[config.mk]
export PLATFORM = sky130hd
export DESIGN_NAME = imu_caf_front
export DESIGN_NICKNAME = d
export VERILOG_FILES = /design/src/hdl/imu_caf_pkg.sv /design/src/hdl/imu_caf_front.sv
export SDC_FILE = /design/constraint.sdc
export NUM_CORES = 1
export LEC_CHECK = 0
export BUFFER_PORTS_ARGS = -buffer_cell sky130_fd_sc_hd__clkbuf_2
export CAP_MARGIN = 20
export CORE_AREA = 2 2 131 133
export CTS_BUF_LIST = sky130_fd_sc_hd__clkbuf_16
export DETAILED_ROUTE_END_ITERATION = 16
export DIE_AREA = 0 0 133 135
export GPL_TIMING_DRIVEN = 0
export PLACE_DENSITY_LB_ADDON = 0.25
export SKIP_LAST_GASP = 1
export SYNTH_ARGS = -nofsm -noshare
export SYNTH_HDL_FRONTEND = slang
export SYNTH_SLANG_ARGS = --single-unit
[constraint.sdc]
create_clock -name i_clk -period 4.2 [get_ports i_clk]
set_clock_uncertainty 0.15 [all_clocks]
set_input_delay 0.21 -clock i_clk [delete_from_list [all_inputs] [get_ports i_clk]]
set_output_delay 0.21 -clock i_clk [all_outputs]
set_load 0.02 [all_outputs]
[src/hdl/imu_caf_pkg.sv]
`default_nettype none
package imu_caf_pkg;

    localparam int ANGLE_FRAC_BITS_DEF = 13;
    localparam int CORDIC_ITER_DEF = 16;
    localparam int ATAN_LEN = 24;
    localparam longint PI_Q30 = 64'sd3373259426;
    localparam logic [15:0] ALPHA_DEFAULT = 16'd64225;
    localparam longint GYRO_DIV = 64'sd512000000;

    typedef struct packed {
        logic signed [15:0] accel_x;
        logic signed [15:0] accel_y;
        logic signed [15:0] accel_z;
        logic signed [15:0] gyro_x;
        logic signed [15:0] gyro_y;
        logic signed [15:0] gyro_z;
        logic [15:0]        step_us;
    } t_in_item;

    typedef struct packed {
        logic signed [15:0] roll_angle;
        logic signed [15:0] pitch_angle;
        logic signed [31:0] yaw_angle;
        logic [31:0]        sample_count;
        logic               updated;
    } t_out_item;

    // One queued item together with its class.
    typedef struct packed {
        logic     upd;
        t_in_item item;
    } t_cmd;

    // Arctangent of 2^-i in radians, Q30, truncated.
    function automatic logic [31:0] atan_q30(input logic [4:0] idx);
        logic [31:0] v;
        case (idx)
            5'd0:  v = 32'h3243F6A8;
            5'd1:  v = 32'h1DAC6705;
            5'd2:  v = 32'h0FADBAFC;
            5'd3:  v = 32'h07F56EA6;
            5'd4:  v = 32'h03FEAB76;
            5'd5:  v = 32'h01FFD55B;
            5'd6:  v = 32'h00FFFAAA;
            5'd7:  v = 32'h007FFF55;
            5'd8:  v = 32'h003FFFEA;
            5'd9:  v = 32'h001FFFFD;
            5'd10: v = 32'h000FFFFF;
            5'd11: v = 32'h0007FFFF;
            5'd12: v = 32'h0003FFFF;
            5'd13: v = 32'h0001FFFF;
            5'd14: v = 32'h0000FFFF;
            5'd15: v = 32'h00007FFF;
            5'd16: v = 32'h00003FFF;
            5'd17: v = 32'h00001FFF;
            5'd18: v = 32'h00000FFF;
            5'd19: v = 32'h000007FF;
            5'd20: v = 32'h000003FF;
            5'd21: v = 32'h000001FF;
            5'd22: v = 32'h000000FF;
            5'd23: v = 32'h0000007F;
            default: v = 32'h0;
        endcase
        return v;
    endfunction

endpackage
`default_nettype wire

[src/hdl/imu_caf_front.sv]
`default_nettype none
module imu_caf_front import imu_caf_pkg::*; (
    input  wire logic     i_clk,
    input  wire logic     i_rst_n,
    input  wire logic     i_in_valid,
    output logic          o_in_stall,
    input  wire t_in_item i_in_data,
    output logic          o_q_valid,
    output t_cmd          o_q_cmd,
    input  wire logic     i_q_pop
);

    t_cmd       r_q [2];
    logic       r_wp;
    logic       r_rp;
    logic [1:0] r_cnt;
    logic       w_push;
    logic       w_pop;
    t_cmd       w_cmd;

    assign o_in_stall = (r_cnt == 2'd2);
    assign w_push     = i_in_valid && !o_in_stall;
    assign w_pop      = i_q_pop && o_q_valid;
    assign o_q_valid  = (r_cnt != 2'd0);
    assign o_q_cmd    = r_q[r_rp];

    // A zero time step marks an item that only reports the state.
    always_comb begin
        w_cmd.item = i_in_data;
        w_cmd.upd  = (i_in_data.step_us != 16'd0);
    end

    always_ff @(posedge i_clk) begin
        if (w_push) begin
            r_q[r_wp] <= w_cmd;
        end
    end

    always_ff @(posedge i_clk) begin
        if (!i_rst_n) begin
            r_wp  <= 1'b0;
            r_rp  <= 1'b0;
            r_cnt <= 2'd0;
        end else begin
            if (w_push) begin
                r_wp <= ~r_wp;
            end
            if (w_pop) begin
                r_rp <= ~r_rp;
            end
            case ({w_push, w_pop})
                2'b10:   r_cnt <= r_cnt + 2'd1;
                2'b01:   r_cnt <= r_cnt - 2'd1;
                default: r_cnt <= r_cnt;
            endcase
        end
    end

endmodule
`default_nettype wire

# Word level (Yosys, flattened, before mapping)
# Memory sizes are Yosys's and may differ from the RTL's. A register that Yosys moved wholly into a read port is not among the register bits.
# Index checks and enable logic that the tools add are counted.
# classes
add_sub_neg	2
multipliers	0
div	0
order_cmp	0
n_eq_ne	3
shifts	0
n_mux	5
n_bitwise	2
reduce_logical	6
# ops
operator	n
$reduce_bool A16 Y1	1
$eq A2 B2 Y1 const B	2
$mux W1	4
$pmux W2 S2	1
$reduce_bool A2 Y1	2
$add A2 B1 Y2 const B	1
$eq A2 B1 Y1 const B	1
$logic_and A1 B1 Y1	2
$not A1 Y1	2
$sub A2 B1 Y2 const B	1
$logic_not A1 Y1	1
# totals
ff_bits	4
latchBits	0
mem_bits_rw	226
mem_bits_ro	0
input_bits	116
n_memories	1
# mem_list
memory	words	word_bits	rd	rd_clocked_by_memory_dff	wr	line_no	text
r_q	2	113	1	1	1	imu_caf_front.sv:13	t_cmd r_q [2];

# Longest topological paths before layout
# logic_depth
ltp_word	5
depth_mapped	6

# Least setup slack after synthesis
# OpenSTA, ideal clock, no wires.
# synth_timing
path_type	reg2reg
start	register r_cnt[0]
end	memory r_q[1][0] in the netlist's numbering (enable)
setup_ps	486
t_arrival_ps	3198
t_required_ps	3564
setup_slack_ps	367
path_stages_with_launch	3
path_buffers	0
period_less_slack_ps	3833
path_cell_list	dfxtp_1 nand2b_2 and3_1
# synth_via
elab_chain_len	5
# synth_rtl
item	line_no	text
from (decl)	imu_caf_front.sv:16	logic [1:0] r_cnt;
from (signal assigned)	imu_caf_front.sv:52	2'b10: r_cnt <= r_cnt + 2'd1;
from (signal assigned)	imu_caf_front.sv:53	2'b01: r_cnt <= r_cnt - 2'd1;
from (signal assigned)	imu_caf_front.sv:54	default: r_cnt <= r_cnt;
$eq A2 B2 Y1	imu_caf_front.sv:21	assign o_in_stall = (r_cnt == 2'd2);
$logic_not A1 Y1	imu_caf_front.sv:22	assign w_push = i_in_valid && !o_in_stall;
$logic_and A1 B1 Y1	imu_caf_front.sv:22	
$mux W1	imu_caf_front.sv:34	if (w_push) begin
$mux W1 (implied by the code)	imu_caf_front.sv:35	r_q[r_wp] <= w_cmd;
to (decl)	imu_caf_front.sv:13	
# No other way between the ends.

# Worst setup path after layout
# layout_timing
start	register r_cnt[0]
end	memory r_q[0][52] in the netlist's numbering (enable)
# Same word-level chain as after synthesis.

==> qor.yml <==
run_status:
  status: "finished, final reports clean"
synthesis:
  ys_ff_latch: 231
  synthFlopType: "edfxtp_1"
  synth-simple-area-share_pct: 1.04
  synth.net_count: 500
  yosysMostFrequentCell: "edfxtp_1"
  muxShareOfSynthArea_pct: 15.1
  synthXorXnorAreaFrac_pct: 0.311
  synthTopCellsByCount: "edfxtp_1 (226), mux2_2 (113), buf_6 (7), dfxtp_1 (5)"
  yosys_warnings: 0
  synth_edf_count: 226
  synth_area_um2: 8440
  yosysSeqAreaShare_pct: 81.6
  yosys-top-cells-area: "edfxtp_1 (80%), mux2_2 (15%), dfxtp_1 (1.2%)"
  netlist_instances: 383
  synth_top_area_share_pct: 80.4
  synth-compound-area-share_pct: 0.385
  yosys.area.top_type: "edfxtp_1"
  ys_types: 23
  synth_top_family_by_area: "multiplexers"
  async_flop_share_pct: 0
  synth-adder-area-share_pct: 0.148
  postSynthAreaPerCell_um2: 22.0
timing:
  fin_crit_sh_pct: 58.3
  rsz0062_at_grt: "false"
  period_minus_slack_ns: 2.45
  finalMaxSlewViolations: 0
  tightest_slew_ns: 0.969
  slew_headroom_pct: 35.4
  hold_slack_ns: 0.0265
  fmax_mhz: 409
  hold_violations: 0
  setup-violations-final: 0
critical_path:
  critPathKind: "flip-flop to flip-flop"
  end_kind: "flip-flop"
  crit_path_max_fanout: 64
  cp_data_arrival_time_ns: 2.45
  timing.rr.end: "r_q[0][52]"
  required_ns: 4.20
  ff2ff_setup_slack_ns: 1.75
  rr_worst_depth: 5
  critPathLaunchType: "flip-flop"
  r2r_start: "r_cnt[0]"
clock_network:
  tritoncts: "done"
  clock-sinks: 231
  post-cts-setup-buffers: 0
  cts_buffers: 23
  ctsLongestPathBuffers: 3
  clk_pin_slew_ns: 0.06
  ctsRootBufferMaster: "clkbuf_16"
  htree_levels: 1
  ctsResizeCount: 0
  clock_latency_ns: 0.49
place:
  place.gp.congestion: 0.759
  io_buffers: 230
  hpwl_um: 10500
  placed_cell_area_um2: 9930
floorplan:
  initial_core_util_pct: 51.4
  rows: 47
  die_h_um: 135
  fp.coreArea_um2: 16400
  fp.dieW_um: 133
  io_pins: 231
  die-area_um2: 18000
global_route:
  antenna_found_initial: 2
  grt_use_total_pct: 18.8
  grt-ovfl-total: 0
  grt_pass1_wl_um: 26300
  grt_max_degree: 67
  grt_pass1_vias: 5285
detailed_routing:
  vias: 4849
  top_layer_used: "met4"
  wl_met3_um: 1470
  wl_met2_um: 8990
  drc: 0
  totalWireLength_um: 17300
  ant_nets: 0
  vias_per_cell: 4.89
  first_pass_iters: 7
  first_iter_violations: 253
  m1WireLength_um: 6440
  wire_per_inst_um: 17.4
finish:
  final_cell_area_um2: 11800
  num-nets-final: 871
  drive_gt1_share_pct: 51.0
  synthToLayoutAreaGrowth_pct: 39.3
min_path:
  min_path_type: "primary input to flip-flop"
  holdCritStartpoint: "i_q_pop"
  hold_depth: 4
pwr:
  leakagePower_nw: 4.51
  power.density_nw_per_um2: 589
  peakVddDrop_uv: 671
  power_mw: 6.92
run:
  drv_cap: 0
[stage by stage]
step	utilization (%)	std cells	setup slack, ns	TNS, ns
CTS	71.6	990	1.73	0
detailed placement	60.5	835	1.73	0
global route	71.6	992	1.61	0
finish	71.6	992	1.75	0
floorplan	-	383	0.367	0
global placement	60.1	833	-0.918	-170.02
[worst max path at each step]
stage	start	endpoint	cells past startpoint
3_3_place_gp	r_cnt[0]	r_q[1][45]	2
4_1_cts	r_cnt[0]	r_q[0][45]	5
2_1_floorplan	r_cnt[0]	r_q[1][0]	2
6_report	r_cnt[0]	r_q[0][52]	5
5_1_grt	r_cnt[0]	r_q[0][49]	5
3_5_place_dp	r_cnt[0]	r_q[0][47]	5
[flip-flops by register name, summed over array words and instances (netlist names), named ones only]
name	cells
r_rp	1
r_q	226
r_cnt	2
r_wp	1
[power breakdown]
part | switching, mW | leakage, nW | internal [mW] | total [mW]
registers | 0.0791 | 2.15 | 2.91 | 2.99
clock network | 0.787 | 0.363 | 1.05 | 1.84
logic | 1.22 | 2.00 | 0.871 | 2.09
[cell type report]
type                    instances  area, µm²
fillers                      1023       4650
plain buffers                  13        110
diodes                          2       5.00
repair buffers                346       2350
multi-input cells             136       1440
inverters                       3       13.8
clock buffers                  23        576
flip-flops and latches        231       6890
clock inverters                18        103
well taps                     220        275
[layer usage]
| metal | track usage, % | up-vias |
|---|---|---|
| li1 | - | 2271 |
| met1 | 20.7 | 2337 |
| met2 | 34.5 | 208 |
| met3 | 6.12 | 33 |
| met4 | 5.85 | 0 |
| met5 | 0 | - |
[critical path: stages (launching register included)]
cell	delay, ns
dfxtp_1	0.41
nand2b_2	0.19
inv_2	0.05
or3_1	0.37
inv_4	0.52
buf_16	0.37
[timing repair]
item / 4_1_cts / 5_1_grt
hold buffers: 114 / 0
endpoints found under the setup margin: 0 / 0
endpoints found under the hold margin: 231 / 0
[kinds of logic (layout without fill, tap and decap cells)]
family | Yosys count | after routing
AO/OA/AOI/OAI | 5 | 5
XOR/XNOR | 3 | 3
adder cells (fa/ha/maj) | 1 | 1
buffers and inverters | 16 | 403
flip-flops | 231 | 231
multiplexers | 113 | 113
other | 0 | 2
AND/OR/NAND/NOR | 14 | 14
[placed cells by master (no fill, tap or decap), types with 2 or more instances in the layout]
cell           Yosys  routed
buf_2              4       4
buf_16             0       2
diode_2            0       2
clkinv_1           0       4
clkbuf_2           0     230
xnor2_1            3       3
nor4_1             4       4
mux2_2           113     113
edfxtp_1         226     226
clkbuf_16          0      23
a21boi_1           2       2
dlygate4sd3_1      0     114
buf_6              7       7
nor2b_1            2       2
inv_1              2       7
dfxtp_1            5       5
or3_1              2       2
clkinv_2           0       7
o21ai_0            2       2
Note: power is estimated with default switching activity, not from simulation.
