### config.mk
export PLATFORM = sky130hd
export DESIGN_NAME = imu_caf_gstep
export DESIGN_NICKNAME = d
export VERILOG_FILES = /design/src/hdl/imu_caf_pkg.sv /design/src/hdl/imu_caf_gstep.sv
export SDC_FILE = /design/constraint.sdc
export NUM_CORES = 2
export LEC_CHECK = 0
export ABC_AREA = 0
export BUFFER_PORTS_ARGS = -buffer_cell sky130_fd_sc_hd__clkbuf_2
export CAP_MARGIN = 20
export CORE_MARGIN = 8
export CORE_UTILIZATION = 55
export DETAILED_ROUTE_END_ITERATION = 12
export PLACE_DENSITY = 0.75
export SYNTH_ARGS = -nofsm -noshare
export SYNTH_HDL_FRONTEND = slang
export SYNTH_SLANG_ARGS = --single-unit
### constraint.sdc
create_clock -name i_clk -period 8.78 [get_ports i_clk]
set_input_delay 1.756 -clock i_clk [delete_from_list [all_inputs] [get_ports i_clk]]
set_output_delay 1.756 -clock i_clk [all_outputs]
set_load 0.05 [all_outputs]
### src/hdl/imu_caf_pkg.sv
`default_nettype none
package imu_caf_pkg;

    localparam int ANGLE_FRAC_BITS_DEF = 13;
    localparam int CORDIC_ITER_DEF = 16;
    localparam int ATAN_LEN = 24;
    localparam longint PI_Q30 = 64'sd3373259426;
    localparam logic [15:0] ALPHA_DEFAULT = 16'd64225;
    localparam longint GYRO_DIV = 64'sd512000000;

    typedef struct packed {
        logic signed [15:0] accel_x;
        logic signed [15:0] accel_y;
        logic signed [15:0] accel_z;
        logic signed [15:0] gyro_x;
        logic signed [15:0] gyro_y;
        logic signed [15:0] gyro_z;
        logic [15:0]        step_us;
    } t_in_item;

    typedef struct packed {
        logic signed [15:0] roll_angle;
        logic signed [15:0] pitch_angle;
        logic signed [31:0] yaw_angle;
        logic [31:0]        sample_count;
        logic               updated;
    } t_out_item;

    // One queued item together with its class.
    typedef struct packed {
        logic     upd;
        t_in_item item;
    } t_cmd;

    // Arctangent of 2^-i in radians, Q30, truncated.
    function automatic logic [31:0] atan_q30(input logic [4:0] idx);
        logic [31:0] v;
        case (idx)
            5'd0:  v = 32'h3243F6A8;
            5'd1:  v = 32'h1DAC6705;
            5'd2:  v = 32'h0FADBAFC;
            5'd3:  v = 32'h07F56EA6;
            5'd4:  v = 32'h03FEAB76;
            5'd5:  v = 32'h01FFD55B;
            5'd6:  v = 32'h00FFFAAA;
            5'd7:  v = 32'h007FFF55;
            5'd8:  v = 32'h003FFFEA;
            5'd9:  v = 32'h001FFFFD;
            5'd10: v = 32'h000FFFFF;
            5'd11: v = 32'h0007FFFF;
            5'd12: v = 32'h0003FFFF;
            5'd13: v = 32'h0001FFFF;
            5'd14: v = 32'h0000FFFF;
            5'd15: v = 32'h00007FFF;
            5'd16: v = 32'h00003FFF;
            5'd17: v = 32'h00001FFF;
            5'd18: v = 32'h00000FFF;
            5'd19: v = 32'h000007FF;
            5'd20: v = 32'h000003FF;
            5'd21: v = 32'h000001FF;
            5'd22: v = 32'h000000FF;
            5'd23: v = 32'h0000007F;
            default: v = 32'h0;
        endcase
        return v;
    endfunction

endpackage
`default_nettype wire

### src/hdl/imu_caf_gstep.sv
`default_nettype none
module imu_caf_gstep import imu_caf_pkg::*; #(
    parameter int FRAC = ANGLE_FRAC_BITS_DEF
) (
    input  wire logic               i_clk,
    input  wire logic               i_rst_n,
    input  wire logic               i_start,
    input  wire logic signed [15:0] i_gx,
    input  wire logic signed [15:0] i_gy,
    input  wire logic signed [15:0] i_gz,
    input  wire logic [15:0]        i_us,
    output logic signed [FRAC+3:0]  o_step_x,
    output logic signed [FRAC+3:0]  o_step_y,
    output logic signed [FRAC+3:0]  o_step_z,
    output logic                    o_done
);

    localparam int SW = FRAC + 4;
    localparam int QW = FRAC + 3;
    localparam int NW = FRAC + 32;
    localparam int DSH = 15;
    localparam int KW = NW - DSH;
    localparam int MW = KW - 13;
    localparam int PW = KW + MW;
    localparam longint DODD = GYRO_DIV >>> DSH;
    localparam logic [NW-1:0] HALF_D = NW'(GYRO_DIV / 2);
    localparam logic [KW-1:0] D_K = KW'(DODD);
    localparam logic [MW-1:0] M_REC = MW'((64'sd1 <<< KW) / DODD);

    localparam logic [2:0] ST_IDLE = 3'd0;
    localparam logic [2:0] ST_MUL  = 3'd1;
    localparam logic [2:0] ST_REC  = 3'd2;
    localparam logic [2:0] ST_CHK  = 3'd3;
    localparam logic [2:0] ST_OUT  = 3'd4;

    logic [2:0]           r_st;
    logic [1:0]           r_axis;
    logic signed [15:0]   r_gx;
    logic signed [15:0]   r_gy;
    logic signed [15:0]   r_gz;
    logic [15:0]          r_us;
    logic                 r_neg;
    logic [KW-1:0]        r_n;
    logic [MW-1:0]        r_qe;
    logic                 r_fix;
    logic signed [SW-1:0] r_sx;
    logic signed [SW-1:0] r_sy;
    logic signed [SW-1:0] r_sz;
    logic                 r_done;

    logic signed [15:0]   w_rate;
    logic [15:0]          w_mag;
    logic [31:0]          w_prod;
    logic [NW-1:0]        w_num;
    logic [PW-1:0]        w_full;
    logic [KW-1:0]        w_qd;
    logic [QW-1:0]        w_q;
    logic signed [SW-1:0] w_step;

    // The divisor is 2^15 times an odd part. The power of two is a shift; the
    // odd part is a reciprocal multiplication that is low by at most one,
    // fixed by one compare of the remainder.
    always_comb begin
        case (r_axis)
            2'd0:    w_rate = r_gx;
            2'd1:    w_rate = r_gy;
            default: w_rate = r_gz;
        endcase
        w_mag  = w_rate[15] ? 16'(-w_rate) : w_rate;
        w_prod = w_mag * r_us;
        w_num  = ((NW'(w_prod) << FRAC) + HALF_D) >> DSH;
        w_full = PW'(r_n) * PW'(M_REC);
        w_qd   = KW'(r_qe) * D_K;
        w_q    = QW'(r_qe) + QW'(r_fix);
        w_step = r_neg ? -$signed({1'b0, w_q}) : $signed({1'b0, w_q});
    end

    assign o_step_x = r_sx;
    assign o_step_y = r_sy;
    assign o_step_z = r_sz;
    assign o_done   = r_done;

    always_ff @(posedge i_clk) begin
        case (r_st)
            ST_IDLE: begin
                if (i_start) begin
                    r_gx <= i_gx;
                    r_gy <= i_gy;
                    r_gz <= i_gz;
                    r_us <= i_us;
                end
            end
            ST_MUL: begin
                r_n   <= w_num[KW-1:0];
                r_neg <= w_rate[15];
            end
            ST_REC: begin
                r_qe <= w_full[PW-1:KW];
            end
            ST_CHK: begin
                r_fix <= ((r_n - w_qd) >= D_K);
            end
            ST_OUT: begin
                case (r_axis)
                    2'd0:    r_sx <= w_step;
                    2'd1:    r_sy <= w_step;
                    default: r_sz <= w_step;
                endcase
            end
            default: begin
            end
        endcase
    end

    always_ff @(posedge i_clk) begin
        if (!i_rst_n) begin
            r_st   <= ST_IDLE;
            r_axis <= 2'd0;
            r_done <= 1'b0;
        end else begin
            r_done <= 1'b0;
            case (r_st)
                ST_IDLE: begin
                    if (i_start) begin
                        r_axis <= 2'd0;
                        r_st   <= ST_MUL;
                    end
                end
                ST_MUL: r_st <= ST_REC;
                ST_REC: r_st <= ST_CHK;
                ST_CHK: r_st <= ST_OUT;
                ST_OUT: begin
                    if (r_axis == 2'd2) begin
                        r_done <= 1'b1;
                        r_st   <= ST_IDLE;
                    end else begin
                        r_axis <= r_axis + 2'd1;
                        r_st   <= ST_MUL;
                    end
                end
                default: r_st <= ST_IDLE;
            endcase
        end
    end

endmodule
`default_nettype wire

Yosys cells after proc, flatten, opt, wreduce, memory -nomap -nowiden
Cells that the tools add are included.

Logic and storage cells: 53. Bits in registers: 170. Input port bits: 67.

Magnitude comparators: 1. Add/sub/neg operators: 6. Reductions and logical operators: 10. Equality and inequality tests: 8. Bitwise gates (word level): 1. Mux-type cells: 10. Multiply operators: 3.

Operator list (number): multiplier 30 x 17 -> 47 bit, second input constant (1); adder 45 x 28 -> 45 bit, second input constant (1); multiplier 16 x 16 -> 32 bit (1); case mux 16 bit (2 select lines) (1); >= comparator 30 x 14 -> 1 bit, second input constant (1); multiplier 17 x 14 -> 30 bit, second input constant (1); subtractor 30 bit (1); two-way mux 17 bit (1); negation 16 -> 17 bit (1); adder 16 x 1 -> 16 bit (1); two-way mux 16 bit (1); negation 16 bit (1); case mux 3 bit (5 select lines) (1); AND reduction 2 bit (5); equality test 3 x 2 -> 1 bit, second input constant (2); two-way mux 2 bit (2); != test 2 bit, second input constant (2); case mux 2 bit (2 select lines) (1); equality test 3 x 1 -> 1 bit, second input constant (1); equality test 3 bit, second input constant (1); zero test 3 bit (1); two-way mux 3 bit (1); AND reduction 3 bit (1); adder 2 x 1 -> 2 bit, second input constant (1); other kinds (7) (8).

Longest topological paths before layout
Depth after elaboration: 6. Depth in mapped cells: 37. Gate-level depth less buffers: 34.

Least setup slack after synthesis
Ideal clock, no wire load.

Kind: reg2reg. Start: reg r_axis[0]. End: reg r_n[28], data pin. Path buffers: 4. Clock period less this slack: 8.714 ns. Cell stages (with the launch flop): 38. Path slack: 0.066 ns. Data arrival time: 8.444 ns. Cells stage by stage: dfxtp_1 inv_1 ha_1 clkbuf_1 nor2_1 clkbuf_1 a21o_1 inv_1 ha_1 nand2_1 nor2_1 nand2_1 o21ai_0 o21ai_0 xor2_1 clkbuf_1 nand2_1 fa_1 [2 not listed] fa_1 fa_1 fa_1 inv_1 fa_1 inv_1 ha_1 clkbuf_1 a21o_1 a31oi_1 a211o_1 nor3_1 a221o_1 nor3b_2 nand4_1 nor3_1 nand3_1 xor2_1.

Cells in the longest elaborated chain, start to end: 6. Elaborated cells between the ends (all ways): 7.

Ends and longest elaborated chain: start, declared (RTL line imu_caf_gstep.sv:37) `logic [1:0] r_axis;`; start signal, assigned (RTL line imu_caf_gstep.sv:137) `r_axis <= r_axis + 2'd1;`; equality test 2 x 1 -> 1 bit / zero test 2 bit (equally long branches) (RTL line imu_caf_gstep.sv:64) `case (r_axis)`; case mux 16 bit (2 select lines) (*) (RTL line imu_caf_gstep.sv:64); negation 16 bit (RTL line imu_caf_gstep.sv:69) `w_mag = w_rate[15] ? 16'(-w_rate) : w_rate;`; two-way mux 16 bit (*) (RTL line imu_caf_gstep.sv:69); multiplier 16 x 16 -> 32 bit (*) (RTL line imu_caf_gstep.sv:70) `w_prod = w_mag * r_us;`; adder 45 x 28 -> 45 bit (*) (RTL line imu_caf_gstep.sv:71) `w_num = ((NW'(w_prod) << FRAC) + HALF_D) >> DSH;`; named net w_num[28] (RTL line imu_caf_gstep.sv:54) `logic [NW-1:0] w_num;`; end signal, assigned (RTL line imu_caf_gstep.sv:94) `r_n <= w_num[KW-1:0];`; end, declared (RTL line imu_caf_gstep.sv:43) `logic [KW-1:0] r_n;`.

Mark *: on every way through the listed nets, which the timed path passes. The rest lies on a longest branch. A chain may end at the register's enable or synchronous reset.

Worst setup path in the final report
Start: reg r_axis[1]. End: reg r_n[25], data pin.

The elaborated chain is that of the path after synthesis.

==> out/metrics.cfg <==
[status]
status = completed

[sta]
hold_viol = 0
final.min_clock_period_ns = 8.394
drv_slew = 0
finClkSkew_ns = 0.01960
fin_ws_ns = 0.3863
worstMarginPinSlew_ns = 1.069
max_freq_mhz = 119.1
relSlewSlack = 0.2833
period_share = 0.9560
setup_violations = 0

[critical_path]
worstPathArrival_ns = 8.62
crit_start = r_axis[1]
r2r_slack_ns = 0.39
max_stage_delay_ns = 0.53
worst_path_most_repeated_cell = fa_1
cp_max_fo = 9
crit_end = r_n[25]
rr_startpoint = r_axis[1]
criticalPathCategory = flop to flop
crit_path_top_delay_cell = fa_1
startpoint_type = flop
rr_endpoint = r_n[25]
end_kind = flop
required_ns = 9.00
ff2ff_path_depth = 33

[placed_design]
pre_cts_slack_ns = -0.08715
gp_congestion = 0.9282
io_buffers = 118
hpwl_mm = 56.60

[global_routing]
antenna_found_initial = 0
groute.usage.overall = 0.2245
grt_pass1_vias = 22284
grt_max_degree = 65
grt-ovfl-total = 0
grt_pass1_wl_mm = 109.3

[clock_tree]
clockRootBuffer = clkbuf_16
cts_buffer_depth = 2
cts_tree = built
cts.clk_slew.worst_paths_ns = 0.08
cts_inserted_buffers = 17
htreeDepth = 4
clkSinkCount = 170
clk_latency_ns = 0.49

[yosys]
syn_area_um2 = 29090
synth_most_common_cell = inv_1
synth_top_area_cell = fa_1
ys_seq_area_frac = 0.1734
syn_nets = 3877
synth.distinct_cells = 83
avgSynthCellArea_um2 = 9.995
async_flop_share = 0
netlist.area_leader.share = 0.3207
synth_common_cells = 738 x inv_1, 466 x fa_1, 434 x ha_1
synth_ff_type = edfxtp_1
yosysWarnings = 0
synth_edf_count = 164
yosys_register_bits = 170
syn_inst = 2910
yosys-top-cells-area = fa_1 32%, ha_1 19%, edfxtp_1 17%

[routing]
drc = 0
vias_per_cell = 5.387
via_count = 20180
routed_wl_mm = 65.23
firstDrtPassIters = 5
ant_nets = 0
drtIter0Drc = 1058
post_drt_wl_per_cell_um = 17.41

[floorplanning]
die_area_um2 = 60500
ios = 119
die_h_um = 246.0
die_w_um = 246.0
initial_core_util = 0.5546
num_rows = 84
coreArea_um2 = 52450

[cells_and_area]
drive_gt1_frac = 0.08829
fin_nets = 4012
synthToLayoutAreaGrowth_pct = 8.388
antenna_cells = 0

[flow_run]
maxCapViolations = 0

[min_path]
min_path_type = flop to flop

per-stage QoR:
stage	setup TNS, ns	instance area [um2]	util	hold WS (ns)	cells
after detailed placement	-0.2404	30710	0.5856	0.4946	3711
after global routing	-0.1610	31530	0.6011	0.5440	3746
after CTS	0	31370	0.5981	0.5025	3743
after global placement	0	30710	0.5856	0.4749	3711
after floorplan	0	29090	-	0.4578	2910
final	0	31530	0.6011	0.5135	3746
state kept, by name, summed over array words and instances, names as in the netlist, 3 cells and up:
| name | cells |
|---|---|
| r_qe | 17 |
| r_st | 3 |
| o_step_y | 17 |
| r_gz | 16 |
| o_step_x | 17 |
| r_us | 16 |
| o_step_z | 17 |
| r_gy | 16 |
| r_gx | 16 |
| r_n | 30 |
worst min path at each step:
stage                     startpoint   endpoint  slack [ns]  cells past startpoint
final                      r_axis[1]  r_axis[1]        0.51                      2
after global placement     r_axis[1]  r_axis[1]        0.47                      2
after floorplan            r_axis[1]  r_axis[1]        0.46                      2
after global routing       r_axis[1]  r_axis[1]        0.54                      2
after detailed placement   r_axis[1]  r_axis[1]        0.49                      2
after CTS                  r_axis[1]  r_axis[1]        0.50                      2
placed cells by master, fill, tap and decap left out, types with 8 or more instances in the layout:
| master | netlist | routed |
|---|---|---|
| a21o_1 | 38 | 38 |
| a21oi_1 | 81 | 76 |
| a22o_1 | 14 | 14 |
| a31oi_1 | 10 | 10 |
| and2_1 | 133 | 132 |
| and3_1 | 15 | 15 |
| buf_4 | 4 | 51 |
| clkbuf_16 | 0 | 17 |
| clkbuf_2 | 0 | 118 |
| edfxtp_1 | 164 | 164 |
| fa_1 | 466 | 466 |
| ha_1 | 434 | 429 |
| inv_1 | 738 | 738 |
| nand2_1 | 223 | 223 |
| nand3_1 | 39 | 39 |
| nand4_1 | 22 | 22 |
| nor2_1 | 93 | 90 |
| nor2b_1 | 13 | 13 |
| nor3_1 | 26 | 23 |
| o211ai_1 | 9 | 9 |
| o21a_1 | 12 | 12 |
| o21ai_0 | 44 | 43 |
| o21ai_1 | 8 | 8 |
| or2_2 | 8 | 8 |
| xnor2_1 | 82 | 78 |
| xor2_1 | 39 | 39 |
critical path: cells and delay by family (launching register included):
kind	cells	cell delay [ns]
fa+ha+maj	9	3.73
xor+xnor	3	0.56
compound gates	6	1.37
simple gates	8	1.44
flops	1	0.37
buf+inv	7	0.65
cell type report:
cell class	instances	area, um2
fillers	4320	20920
well taps	688	860.8
clock buffers	18	439.2
flip-flops and latches	170	5046
inverters	738	2770
clock inverters	14	201.4
repair buffers	173	1018
multi-input cells	1945	21190
logic make-up (layout without fill, tap and decap cells):
logic type                 Yosys count  in the layout  synth area share
adders and majority gates          900            900            0.5074
buffers and inverters              795            943            0.1033
and+or+nand+nor                    617            617            0.1062
AOI/OAI and AO/OA                  299            299           0.07007
DFF                                170            170            0.1734
xor gates and xnor gates           123            123           0.03755
muxes                                6              6          0.002065
timing repair:
| action | in CTS | in global routing |
|---|---|---|
| pin swaps | 0 | 12 |
| endpoints found under the hold margin | 0 | 0 |
| setup buffers | 0 | 3 |
| setup endpoints to repair | 5 | 14 |
| resized for setup | 3 | 32 |
| hold buffers | 0 | 0 |
metal layers:
metal	vias up	global-route usage	share of wire
met1	10030	0.2749	0.42
met5	-	0	0
met3	127	0.04127	0.055
met4	0	0.07561	0.029
met2	555	0.3952	0.50
li1	9468	-	-
Power is left out: the tool's default activity adds up to more than one toggle a clock period on the data nets, which glitch-free logic cannot reach.
