**config.mk**
```make
export PLATFORM = sky130hd
export DESIGN_NAME = imu_caf_back
export DESIGN_NICKNAME = d
export VERILOG_FILES = /design/src/hdl/imu_caf_pkg.sv /design/src/hdl/imu_caf_back.sv
export SDC_FILE = /design/constraint.sdc
export NUM_CORES = 2
export LEC_CHECK = 0
export BUFFER_PORTS_ARGS = -buffer_cell sky130_fd_sc_hd__buf_4
export CORE_MARGIN = 8
export CORE_UTILIZATION = 45
export DETAILED_ROUTE_END_ITERATION = 12
export GPL_TIMING_DRIVEN = 0
export PLACE_DENSITY = 0.65
export SYNTH_ARGS = -nofsm -noshare
export SYNTH_HDL_FRONTEND = slang
export SYNTH_SLANG_ARGS = --single-unit
```
**constraint.sdc**
```tcl
create_clock -name i_clk -period 11.01 [get_ports i_clk]
set_input_delay 0 -clock i_clk [delete_from_list [all_inputs] [get_ports i_clk]]
set_output_delay 0 -clock i_clk [all_outputs]
set_load 0.02 [all_outputs]
```
**src/hdl/imu_caf_pkg.sv**
```systemverilog
`default_nettype none
package imu_caf_pkg;

    localparam int ANGLE_FRAC_BITS_DEF = 13;
    localparam int CORDIC_ITER_DEF = 16;
    localparam int ATAN_LEN = 24;
    localparam longint PI_Q30 = 64'sd3373259426;
    localparam logic [15:0] ALPHA_DEFAULT = 16'd64225;
    localparam longint GYRO_DIV = 64'sd512000000;

    typedef struct packed {
        logic signed [15:0] accel_x;
        logic signed [15:0] accel_y;
        logic signed [15:0] accel_z;
        logic signed [15:0] gyro_x;
        logic signed [15:0] gyro_y;
        logic signed [15:0] gyro_z;
        logic [15:0]        step_us;
    } t_in_item;

    typedef struct packed {
        logic signed [15:0] roll_angle;
        logic signed [15:0] pitch_angle;
        logic signed [31:0] yaw_angle;
        logic [31:0]        sample_count;
        logic               updated;
    } t_out_item;

    // One queued item together with its class.
    typedef struct packed {
        logic     upd;
        t_in_item item;
    } t_cmd;

    // Arctangent of 2^-i in radians, Q30, truncated.
    function automatic logic [31:0] atan_q30(input logic [4:0] idx);
        logic [31:0] v;
        case (idx)
            5'd0:  v = 32'h3243F6A8;
            5'd1:  v = 32'h1DAC6705;
            5'd2:  v = 32'h0FADBAFC;
            5'd3:  v = 32'h07F56EA6;
            5'd4:  v = 32'h03FEAB76;
            5'd5:  v = 32'h01FFD55B;
            5'd6:  v = 32'h00FFFAAA;
            5'd7:  v = 32'h007FFF55;
            5'd8:  v = 32'h003FFFEA;
            5'd9:  v = 32'h001FFFFD;
            5'd10: v = 32'h000FFFFF;
            5'd11: v = 32'h0007FFFF;
            5'd12: v = 32'h0003FFFF;
            5'd13: v = 32'h0001FFFF;
            5'd14: v = 32'h0000FFFF;
            5'd15: v = 32'h00007FFF;
            5'd16: v = 32'h00003FFF;
            5'd17: v = 32'h00001FFF;
            5'd18: v = 32'h00000FFF;
            5'd19: v = 32'h000007FF;
            5'd20: v = 32'h000003FF;
            5'd21: v = 32'h000001FF;
            5'd22: v = 32'h000000FF;
            5'd23: v = 32'h0000007F;
            default: v = 32'h0;
        endcase
        return v;
    endfunction

endpackage
`default_nettype wire

```
**src/hdl/imu_caf_back.sv**
```systemverilog
`default_nettype none
module imu_caf_back import imu_caf_pkg::*; #(
    parameter int FRAC = ANGLE_FRAC_BITS_DEF
) (
    input  wire logic              i_clk,
    input  wire logic              i_rst_n,
    input  wire logic              i_cfg_we,
    input  wire logic [15:0]       i_cfg_wdata,
    input  wire logic              i_q_valid,
    input  wire t_cmd              i_q_cmd,
    output logic                   o_q_pop,
    output logic                   o_start,
    input  wire logic signed [FRAC+3:0] i_step_x,
    input  wire logic signed [FRAC+3:0] i_step_y,
    input  wire logic signed [FRAC+3:0] i_step_z,
    input  wire logic              i_gyro_done,
    input  wire logic signed [FRAC+3:0] i_acc_roll,
    input  wire logic signed [FRAC+3:0] i_acc_pitch,
    input  wire logic              i_tilt_done,
    output logic                   o_out_valid,
    input  wire logic              i_out_stall,
    output t_out_item              o_out_data
);

    localparam int AW = FRAC + 3;
    localparam int GW = FRAC + 5;
    localparam int PW = FRAC + 24;
    localparam int RW = PW - 16;
    localparam longint PI_F = (PI_Q30 + (64'sd1 <<< (29 - FRAC))) >>> (30 - FRAC);
    localparam logic signed [RW-1:0] P_R = RW'(PI_F);
    localparam logic signed [RW-1:0] TP_R = RW'(2 * PI_F);
    localparam logic [PW-1:0] HALF16 = PW'(32768);

    localparam logic [2:0] ST_IDLE = 3'd0;
    localparam logic [2:0] ST_WAIT = 3'd1;
    localparam logic [2:0] ST_M1   = 3'd2;
    localparam logic [2:0] ST_M2   = 3'd3;
    localparam logic [2:0] ST_RND  = 3'd4;
    localparam logic [2:0] ST_WRAP = 3'd5;
    localparam logic [2:0] ST_EMIT = 3'd6;

    logic [2:0]           r_st;
    logic [15:0]          r_alpha;
    logic signed [AW-1:0] r_roll;
    logic signed [AW-1:0] r_pitch;
    logic [31:0]          r_yaw;
    logic [31:0]          r_cnt;
    logic                 r_upd;
    logic                 r_gd;
    logic                 r_td;
    logic                 r_sel;
    logic signed [PW-1:0] r_acc;
    logic signed [RW-1:0] r_t;
    logic                 r_out_valid;
    t_out_item            r_out;

    logic [15:0]          w_a;
    logic signed [17:0]   w_as;
    logic signed [17:0]   w_bs;
    logic signed [GW-1:0] w_g;
    logic signed [AW:0]   w_accang;
    logic signed [PW-1:0] w_p1;
    logic signed [PW-1:0] w_p2;
    logic [PW-1:0]        w_abs;
    logic [PW-1:0]        w_q;
    logic signed [RW-1:0] w_wrap;
    logic                 w_emit;

    always_comb begin
        w_a  = (r_alpha == 16'd0) ? ALPHA_DEFAULT : r_alpha;
        w_as = $signed({2'b00, w_a});
        w_bs = $signed(18'h10000 - {2'b00, w_a});
        if (r_sel) begin
            w_g      = GW'(r_pitch) + GW'(i_step_y);
            w_accang = i_acc_pitch;
        end else begin
            w_g      = GW'(r_roll) + GW'(i_step_x);
            w_accang = i_acc_roll;
        end
        w_p1  = w_as * w_g;
        w_p2  = w_bs * w_accang;
        w_abs = r_acc[PW-1] ? PW'(-r_acc) : PW'(r_acc);
        w_q   = (w_abs + HALF16) >> 16;
        // Any blended value lies within one turn of the range.
        if (r_t > P_R) begin
            w_wrap = r_t - TP_R;
        end else if (r_t < -P_R) begin
            w_wrap = r_t + TP_R;
        end else begin
            w_wrap = r_t;
        end
        w_emit = (r_st == ST_EMIT) && (!r_out_valid || !i_out_stall);
    end

    assign o_q_pop     = (r_st == ST_IDLE) && i_q_valid;
    assign o_start     = o_q_pop && i_q_cmd.upd;
    assign o_out_valid = r_out_valid;
    assign o_out_data  = r_out;

    always_ff @(posedge i_clk) begin
        case (r_st)
            ST_M1:  r_acc <= w_p1;
            ST_M2:  r_acc <= r_acc + w_p2;
            ST_RND: r_t   <= RW'(r_acc[PW-1] ? -w_q : w_q);
            default: begin
            end
        endcase
        if (w_emit) begin
            r_out.roll_angle   <= 16'(r_roll);
            r_out.pitch_angle  <= 16'(r_pitch);
            r_out.yaw_angle    <= r_yaw;
            r_out.sample_count <= r_cnt;
            r_out.updated      <= r_upd;
        end
    end

    always_ff @(posedge i_clk) begin
        if (!i_rst_n) begin
            r_st        <= ST_IDLE;
            r_alpha     <= ALPHA_DEFAULT;
            r_roll      <= '0;
            r_pitch     <= '0;
            r_yaw       <= '0;
            r_cnt       <= '0;
            r_upd       <= 1'b0;
            r_gd        <= 1'b0;
            r_td        <= 1'b0;
            r_sel       <= 1'b0;
            r_out_valid <= 1'b0;
        end else begin
            if (i_cfg_we) begin
                r_alpha <= i_cfg_wdata;
            end
            if (w_emit) begin
                r_out_valid <= 1'b1;
            end else if (!i_out_stall) begin
                r_out_valid <= 1'b0;
            end
            case (r_st)
                ST_IDLE: begin
                    if (i_q_valid) begin
                        r_upd <= i_q_cmd.upd;
                        r_gd  <= 1'b0;
                        r_td  <= 1'b0;
                        r_st  <= i_q_cmd.upd ? ST_WAIT : ST_EMIT;
                    end
                end
                ST_WAIT: begin
                    r_gd <= r_gd || i_gyro_done;
                    r_td <= r_td || i_tilt_done;
                    if (r_gd && r_td) begin
                        r_sel <= 1'b0;
                        r_st  <= ST_M1;
                    end
                end
                ST_M1:  r_st <= ST_M2;
                ST_M2:  r_st <= ST_RND;
                ST_RND: r_st <= ST_WRAP;
                ST_WRAP: begin
                    if (r_sel) begin
                        r_pitch <= AW'(w_wrap);
                        r_yaw   <= r_yaw + 32'(i_step_z);
                        r_cnt   <= r_cnt + 32'd1;
                        r_st    <= ST_EMIT;
                    end else begin
                        r_roll <= AW'(w_wrap);
                        r_sel  <= 1'b1;
                        r_st   <= ST_M1;
                    end
                end
                ST_EMIT: begin
                    if (w_emit) begin
                        r_st <= ST_IDLE;
                    end
                end
                default: r_st <= ST_IDLE;
            endcase
        end
    end

endmodule
`default_nettype wire

```
### Word-level counts from Yosys, hierarchy flattened

Cells that the tools add are included.

* bitwise gates (word level): 1
* equality and inequality tests: 10
* mux-type cells: 21
* multiply operators: 2
* reduce and logical (&&, ||, !) cells: 20
* $add $sub $neg: 11
* order comparisons: 2

Operator list (count)
* one-hot mux 37 bit (2 select lines): 1
* two-way mux 16 bit: 3
* adder 37 x 16 -> 37 bit (second input constant): 1
* adder 37 x 35 -> 37 bit: 1
* two-way mux 37 bit: 1
* negation 37 bit: 1
* adder 16 x 17 -> 18 bit: 2
* multiplier 17 x 18 -> 35 bit: 1
* multiplier 18 x 17 -> 35 bit: 1
* adder 32 x 1 -> 32 bit (second input constant): 1
* adder 32 bit: 1
* greater-than comparator 21 x 16 -> 1 bit (second input constant): 1
* < comparator 21 x 16 -> 1 bit (second input constant): 1
* two-way mux 21 bit: 1
* negation 21 bit: 1
* one-hot mux 3 bit (7 select lines): 1
* two-way mux 18 bit: 1
* subtractor 17 x 16 -> 18 bit (first input constant): 1
* two-way mux 17 bit: 1
* adder 16 x 15 -> 16 bit (second input constant): 1
* logical NOT 16 bit: 1
* subtractor 16 x 15 -> 16 bit (second input constant): 1
* two-way mux 3 bit: 5
* AND reduction 2 bit: 5
* other kinds (14): 32

* flip-flop bits (word level): 275
* input bits: 221
* output and inout bits: 100

### Depth between registers and ports, before layout

* depth in word-level cells: 6
* gate-level depth with buffers: 40
* depth with buffers taken out: 35

### Least setup slack after synthesis

OpenSTA, ideal clock, no wires.

* kind: flip-flop to flip-flop
* from: register r_alpha[1]
* to: register r_acc[33] (data pin)
* data required time: 10.749 ns
* cell stages (with the launch flop): 41
* data arrival time: 9.362 ns
* setup slack: 1.388 ns
* library setup time: 0.261 ns
* path buffers: 5
* cell sequence: dfxtp_1 > clkbuf_1 > or4_1 > nand4b_1 > nand2b_1 > nand2b_1 > clkbuf_1 > clkinv_1 > clkbuf_1 > ha_1 > nor3b_1 > nand3b_1 > or3_1 > clkbuf_1 > xnor2_1 > clkbuf_1 > nor2_1 > fa_1 > [... 5 more ...] > fa_1 > inv_1 > fa_1 > inv_1 > fa_1 > inv_1 > ha_1 > nand2_1 > o21ai_0 > o41ai_1 > a211oi_1 > o211ai_1 > a21boi_0 > o21ai_0 > o311a_1 > o2111ai_1 > o41ai_1 > a221o_1

* cells in the longest elaborated chain, start to end: 6
* elaborated cells on any way between the ends: 7

Ends and longest elaborated chain
* start: declaration: RTL line imu_caf_back.sv:43 `logic [15:0] r_alpha;`
* start signal: assignment: RTL line imu_caf_back.sv:132 `r_alpha <= i_cfg_wdata;`
* logical NOT 16 bit: RTL line imu_caf_back.sv:70 `w_a = (r_alpha == 16'd0) ? ALPHA_DEFAULT : r_alpha;`
* two-way mux 16 bit *: RTL line imu_caf_back.sv:70
* subtractor 17 x 16 -> 18 bit: RTL line imu_caf_back.sv:72 `w_bs = $signed(18'h10000 - {2'b00, w_a});`
* multiplier 18 x 17 -> 35 bit: RTL line imu_caf_back.sv:81 `w_p2 = w_bs * w_accang;`
* adder 37 x 35 -> 37 bit: RTL line imu_caf_back.sv:103 `ST_M2: r_acc <= r_acc + w_p2;`
* one-hot mux 37 bit (2 select lines) *: RTL line imu_caf_back.sv:101 `case (r_st)`
* end signal: assignment: RTL line imu_caf_back.sv:102 `ST_M1: r_acc <= w_p1;`
* end signal: assignment: RTL line imu_caf_back.sv:103
* end: declaration: RTL line imu_caf_back.sv:52 `logic signed [PW-1:0] r_acc;`

Every way passes the cells marked *; elsewhere a longest branch is shown, timed or not.
A chain may end at the register's enable or synchronous reset.

### Final worst setup path

Ends and elaborated chain as after synthesis.

==> key figures <==
Placed design
  • IO Port Bufs: 206
  • Routability Congestion: 0.934
  • HPWL after detailed placement: 95600 um

Floorplanning
  • Core Area: 83300 um2
  • Die footprint: 93300 um2
  • Die height: 306 um
  • Total I/O pin count: 321
  • Initial core utilization: 45.3%
  • Die width: 306 um
  • Num rows: 106

Timing
  • Tmin final: 10.59 ns
  • Setup_tns: 0 ns
  • Final Setup Violations: 0
  • Relative slew slack: 3.59%
  • Final number of max-transition violations: 0
  • Max Freq: 94.4 MHz
  • Slew @ Worst Pin: 1.44 ns
  • Worst Hold Slack: 0.0411 ns
  • Final period util: 96.2%
  • RSZ-0062 raised after global routing: no
  • Clk_skew: 0.0219 ns
  • Final hold violation count: 0

Layout
  • Share of layout cells above drive strength 1: 8.66%
  • Area Overhead vs Synth: 12.8%
  • # diodes: 0
  • # fillers: 7805
  • NumNets Final: 5539

Clock tree
  • Clk pin slew, worst setup/hold paths: 0.06 ns
  • CTS tree: built
  • H-tree depth: 2
  • Root buffer cell: clkbuf_16
  • Worst skew pair latency: 0.56 ns
  • Clock sink count: 275
  • CTS max path bufs: 3
  • Clock buffer count from CTS: 35

Worst setup path
  • CP arrival: 10.88 ns
  • Slowest-stage cell, CP: nor3_2
  • Crit Path Category: reg2reg
  • Critical Path Most Common Cell: fa_1
  • R2R Setup Slk: 0.42 ns
  • Crit end category: flop
  • Req. time, crit path: 11.30 ns
  • Max FO, Critical Path: 10
  • Worst setup SP type: flop
  • Slowest stage delay, CP: 0.79 ns

Detailed routing
  • DR vias: 30361
  • Vias/cell: 5.44
  • Routed wire length: 114000 um
  • Initial DRC count: 2636
  • Drt pass-1 iters: 5
  • Antenna viol nets, final: 0
  • DRC Markers: 0
  • Routed len/inst: 20.5 um

Synthesis
  • Mean Syn Cell Area: 9.00 um2
  • Main synth FF type: edfxtp_1
  • Post-synth EDFFs: 155
  • Mapped Cells: 4192
  • Cell variety after synth: 99
  • Sequential share of the synthesized area: 18.7%
  • Synth Register Bits: 275
  • Syn_nets: 5253
  • YS warnings: 0
  • Synthesized cell area: 37700 um2
  • Post-synth ARST share: 0%

Hold path
  • Worst min path class: in2reg

Global routing
  • Global-route wire length before repair: 179000 um
  • Global Route Usage Sum: 24.3%
  • Largest net degree at the start of global routing: 28
  • Congestion Overflow GR: 0
  • Number of global-route vias before repair: 30638
  • Initial antenna violation count: 3

Outcome
  • Status: finished, final reports clean

Job
  • MaxCap Viol Count: 0
## state kept, by name (all words and copies together), names as in the netlist
| signal | count |
|---|---|
| r_gd | 1 |
| r_acc | 37 |
| r_yaw | 32 |
| r_upd | 1 |
| r_cnt | 32 |
| r_roll | 16 |
| r_st | 3 |
| r_pitch | 16 |
| r_td | 1 |
| r_alpha | 16 |
| o_out_data | 97 |
| r_sel | 1 |
| r_t | 21 |
| o_out_valid | 1 |
## final cells by class
class / count / area [um2] / area share, %
sequential: 275 / 7060 / 16.6
inverter: 748 / 2810 / 6.61
tap: 1080 / 1350 / 3.18
buffer: 154 / 696 / 1.64
timing repair buffer: 253 / 2080 / 4.88
clock buffer: 43 / 957 / 2.25
multi-input combinational: 3011 / 27300 / 64.2
clock inverter: 21 / 260 / 0.612
## through the flow
stage	utilization, %	instance area, um2	setup WS, ns	std cells
CTS	51.0	42500	0.0123	5587
global route	51.1	42500	0.0258	5585
detailed placement	49.0	40900	-1.65	5489
finish	51.1	42500	0.421	5585
global placement	48.8	40600	-1.59	5478
floorplan	-	37700	1.39	4192
## cells in the mapped netlist, types with 54 or more instances
cell	n	area share (%)
inv_1	745	7.4
fa_1	549	29
nand2_1	494	4.9
nor2_1	349	3.5
ha_1	291	9.7
edfxtp_1	155	12
xnor2_1	145	3.4
and2_1	141	2.3
clkbuf_1	134	1.3
o21ai_0	124	1.6
dfxtp_1	120	6.4
a21oi_1	106	1.4
xor2_1	62	1.4
nand3_1	54	0.72
nor3_1	54	0.72
## per-layer routing
metal | global-route usage [%] | share of wire [%]
met4 | 7.35 | 3.4
met5 | 0 | 0.024
met2 | 40.5 | 47
met3 | 4.32 | 8.5
met1 | 32.3 | 41
## placed cells by master, fill, tap and decap left out, types with 120 or more instances in the layout
| cell type | instances |
|---|---|
| dfxtp_1 | 120 |
| inv_1 | 745 |
| edfxtp_1 | 155 |
| fa_1 | 549 |
| xnor2_1 | 141 |
| and2_1 | 141 |
| ha_1 | 291 |
| nor2_1 | 347 |
| nand2_1 | 494 |
| buf_4 | 214 |
| clkbuf_1 | 129 |
## final timing paths
path / from / endpoint / depth (start not counted)
max: r_alpha[1]$_SDFFE_PN0P_ / r_acc[33]$_DFFE_PP_ / 31
min: i_step_z[10] / r_yaw[10]$_SDFFE_PN0P_ / 5
max reg2reg: r_alpha[1]$_SDFFE_PN0P_ / r_acc[33]$_DFFE_PP_ / 31
min reg2reg: r_upd$_SDFFE_PN0P_ / o_out_data[0]$_DFFE_PP_ / 0
## logic make-up after synthesis
logic type | count (synthesis) | share of synthesized area (%)
AO/OA/AOI/OAI | 540 | 9.60
AND/OR/NAND/NOR | 1351 | 16.8
buffers and inverters | 906 | 9.29
adder cells (fa/ha/maj) | 846 | 38.9
XOR/XNOR | 209 | 4.91
multiplexers | 65 | 1.78
flip-flops | 275 | 18.7
## timing repair
action                                 4_1_cts  5_1_grt
hold buffers                                34        0
pin swaps                                    1        0
setup buffers                                1        0
gates resized for setup                     14       20
endpoints found under the hold margin       75        0
cloned                                       0        0
setup endpoints to repair                   22       10
## worst max-delay path, delay by kind of cell, from the launching register on
| kind | cells | cell delay (ns) |
|---|---|---|
| adder cells (fa/ha/maj) | 7 | 3.51 |
| buffers and inverters | 5 | 0.73 |
| flip-flops | 1 | 0.43 |
| AO/OA/AOI/OAI | 8 | 1.98 |
| AND/OR/NAND/NOR | 10 | 3.18 |
| XOR/XNOR | 1 | 0.48 |
Power is not shown: default switching activity piles up to over one toggle a cycle in this logic, so the estimate is an artifact.
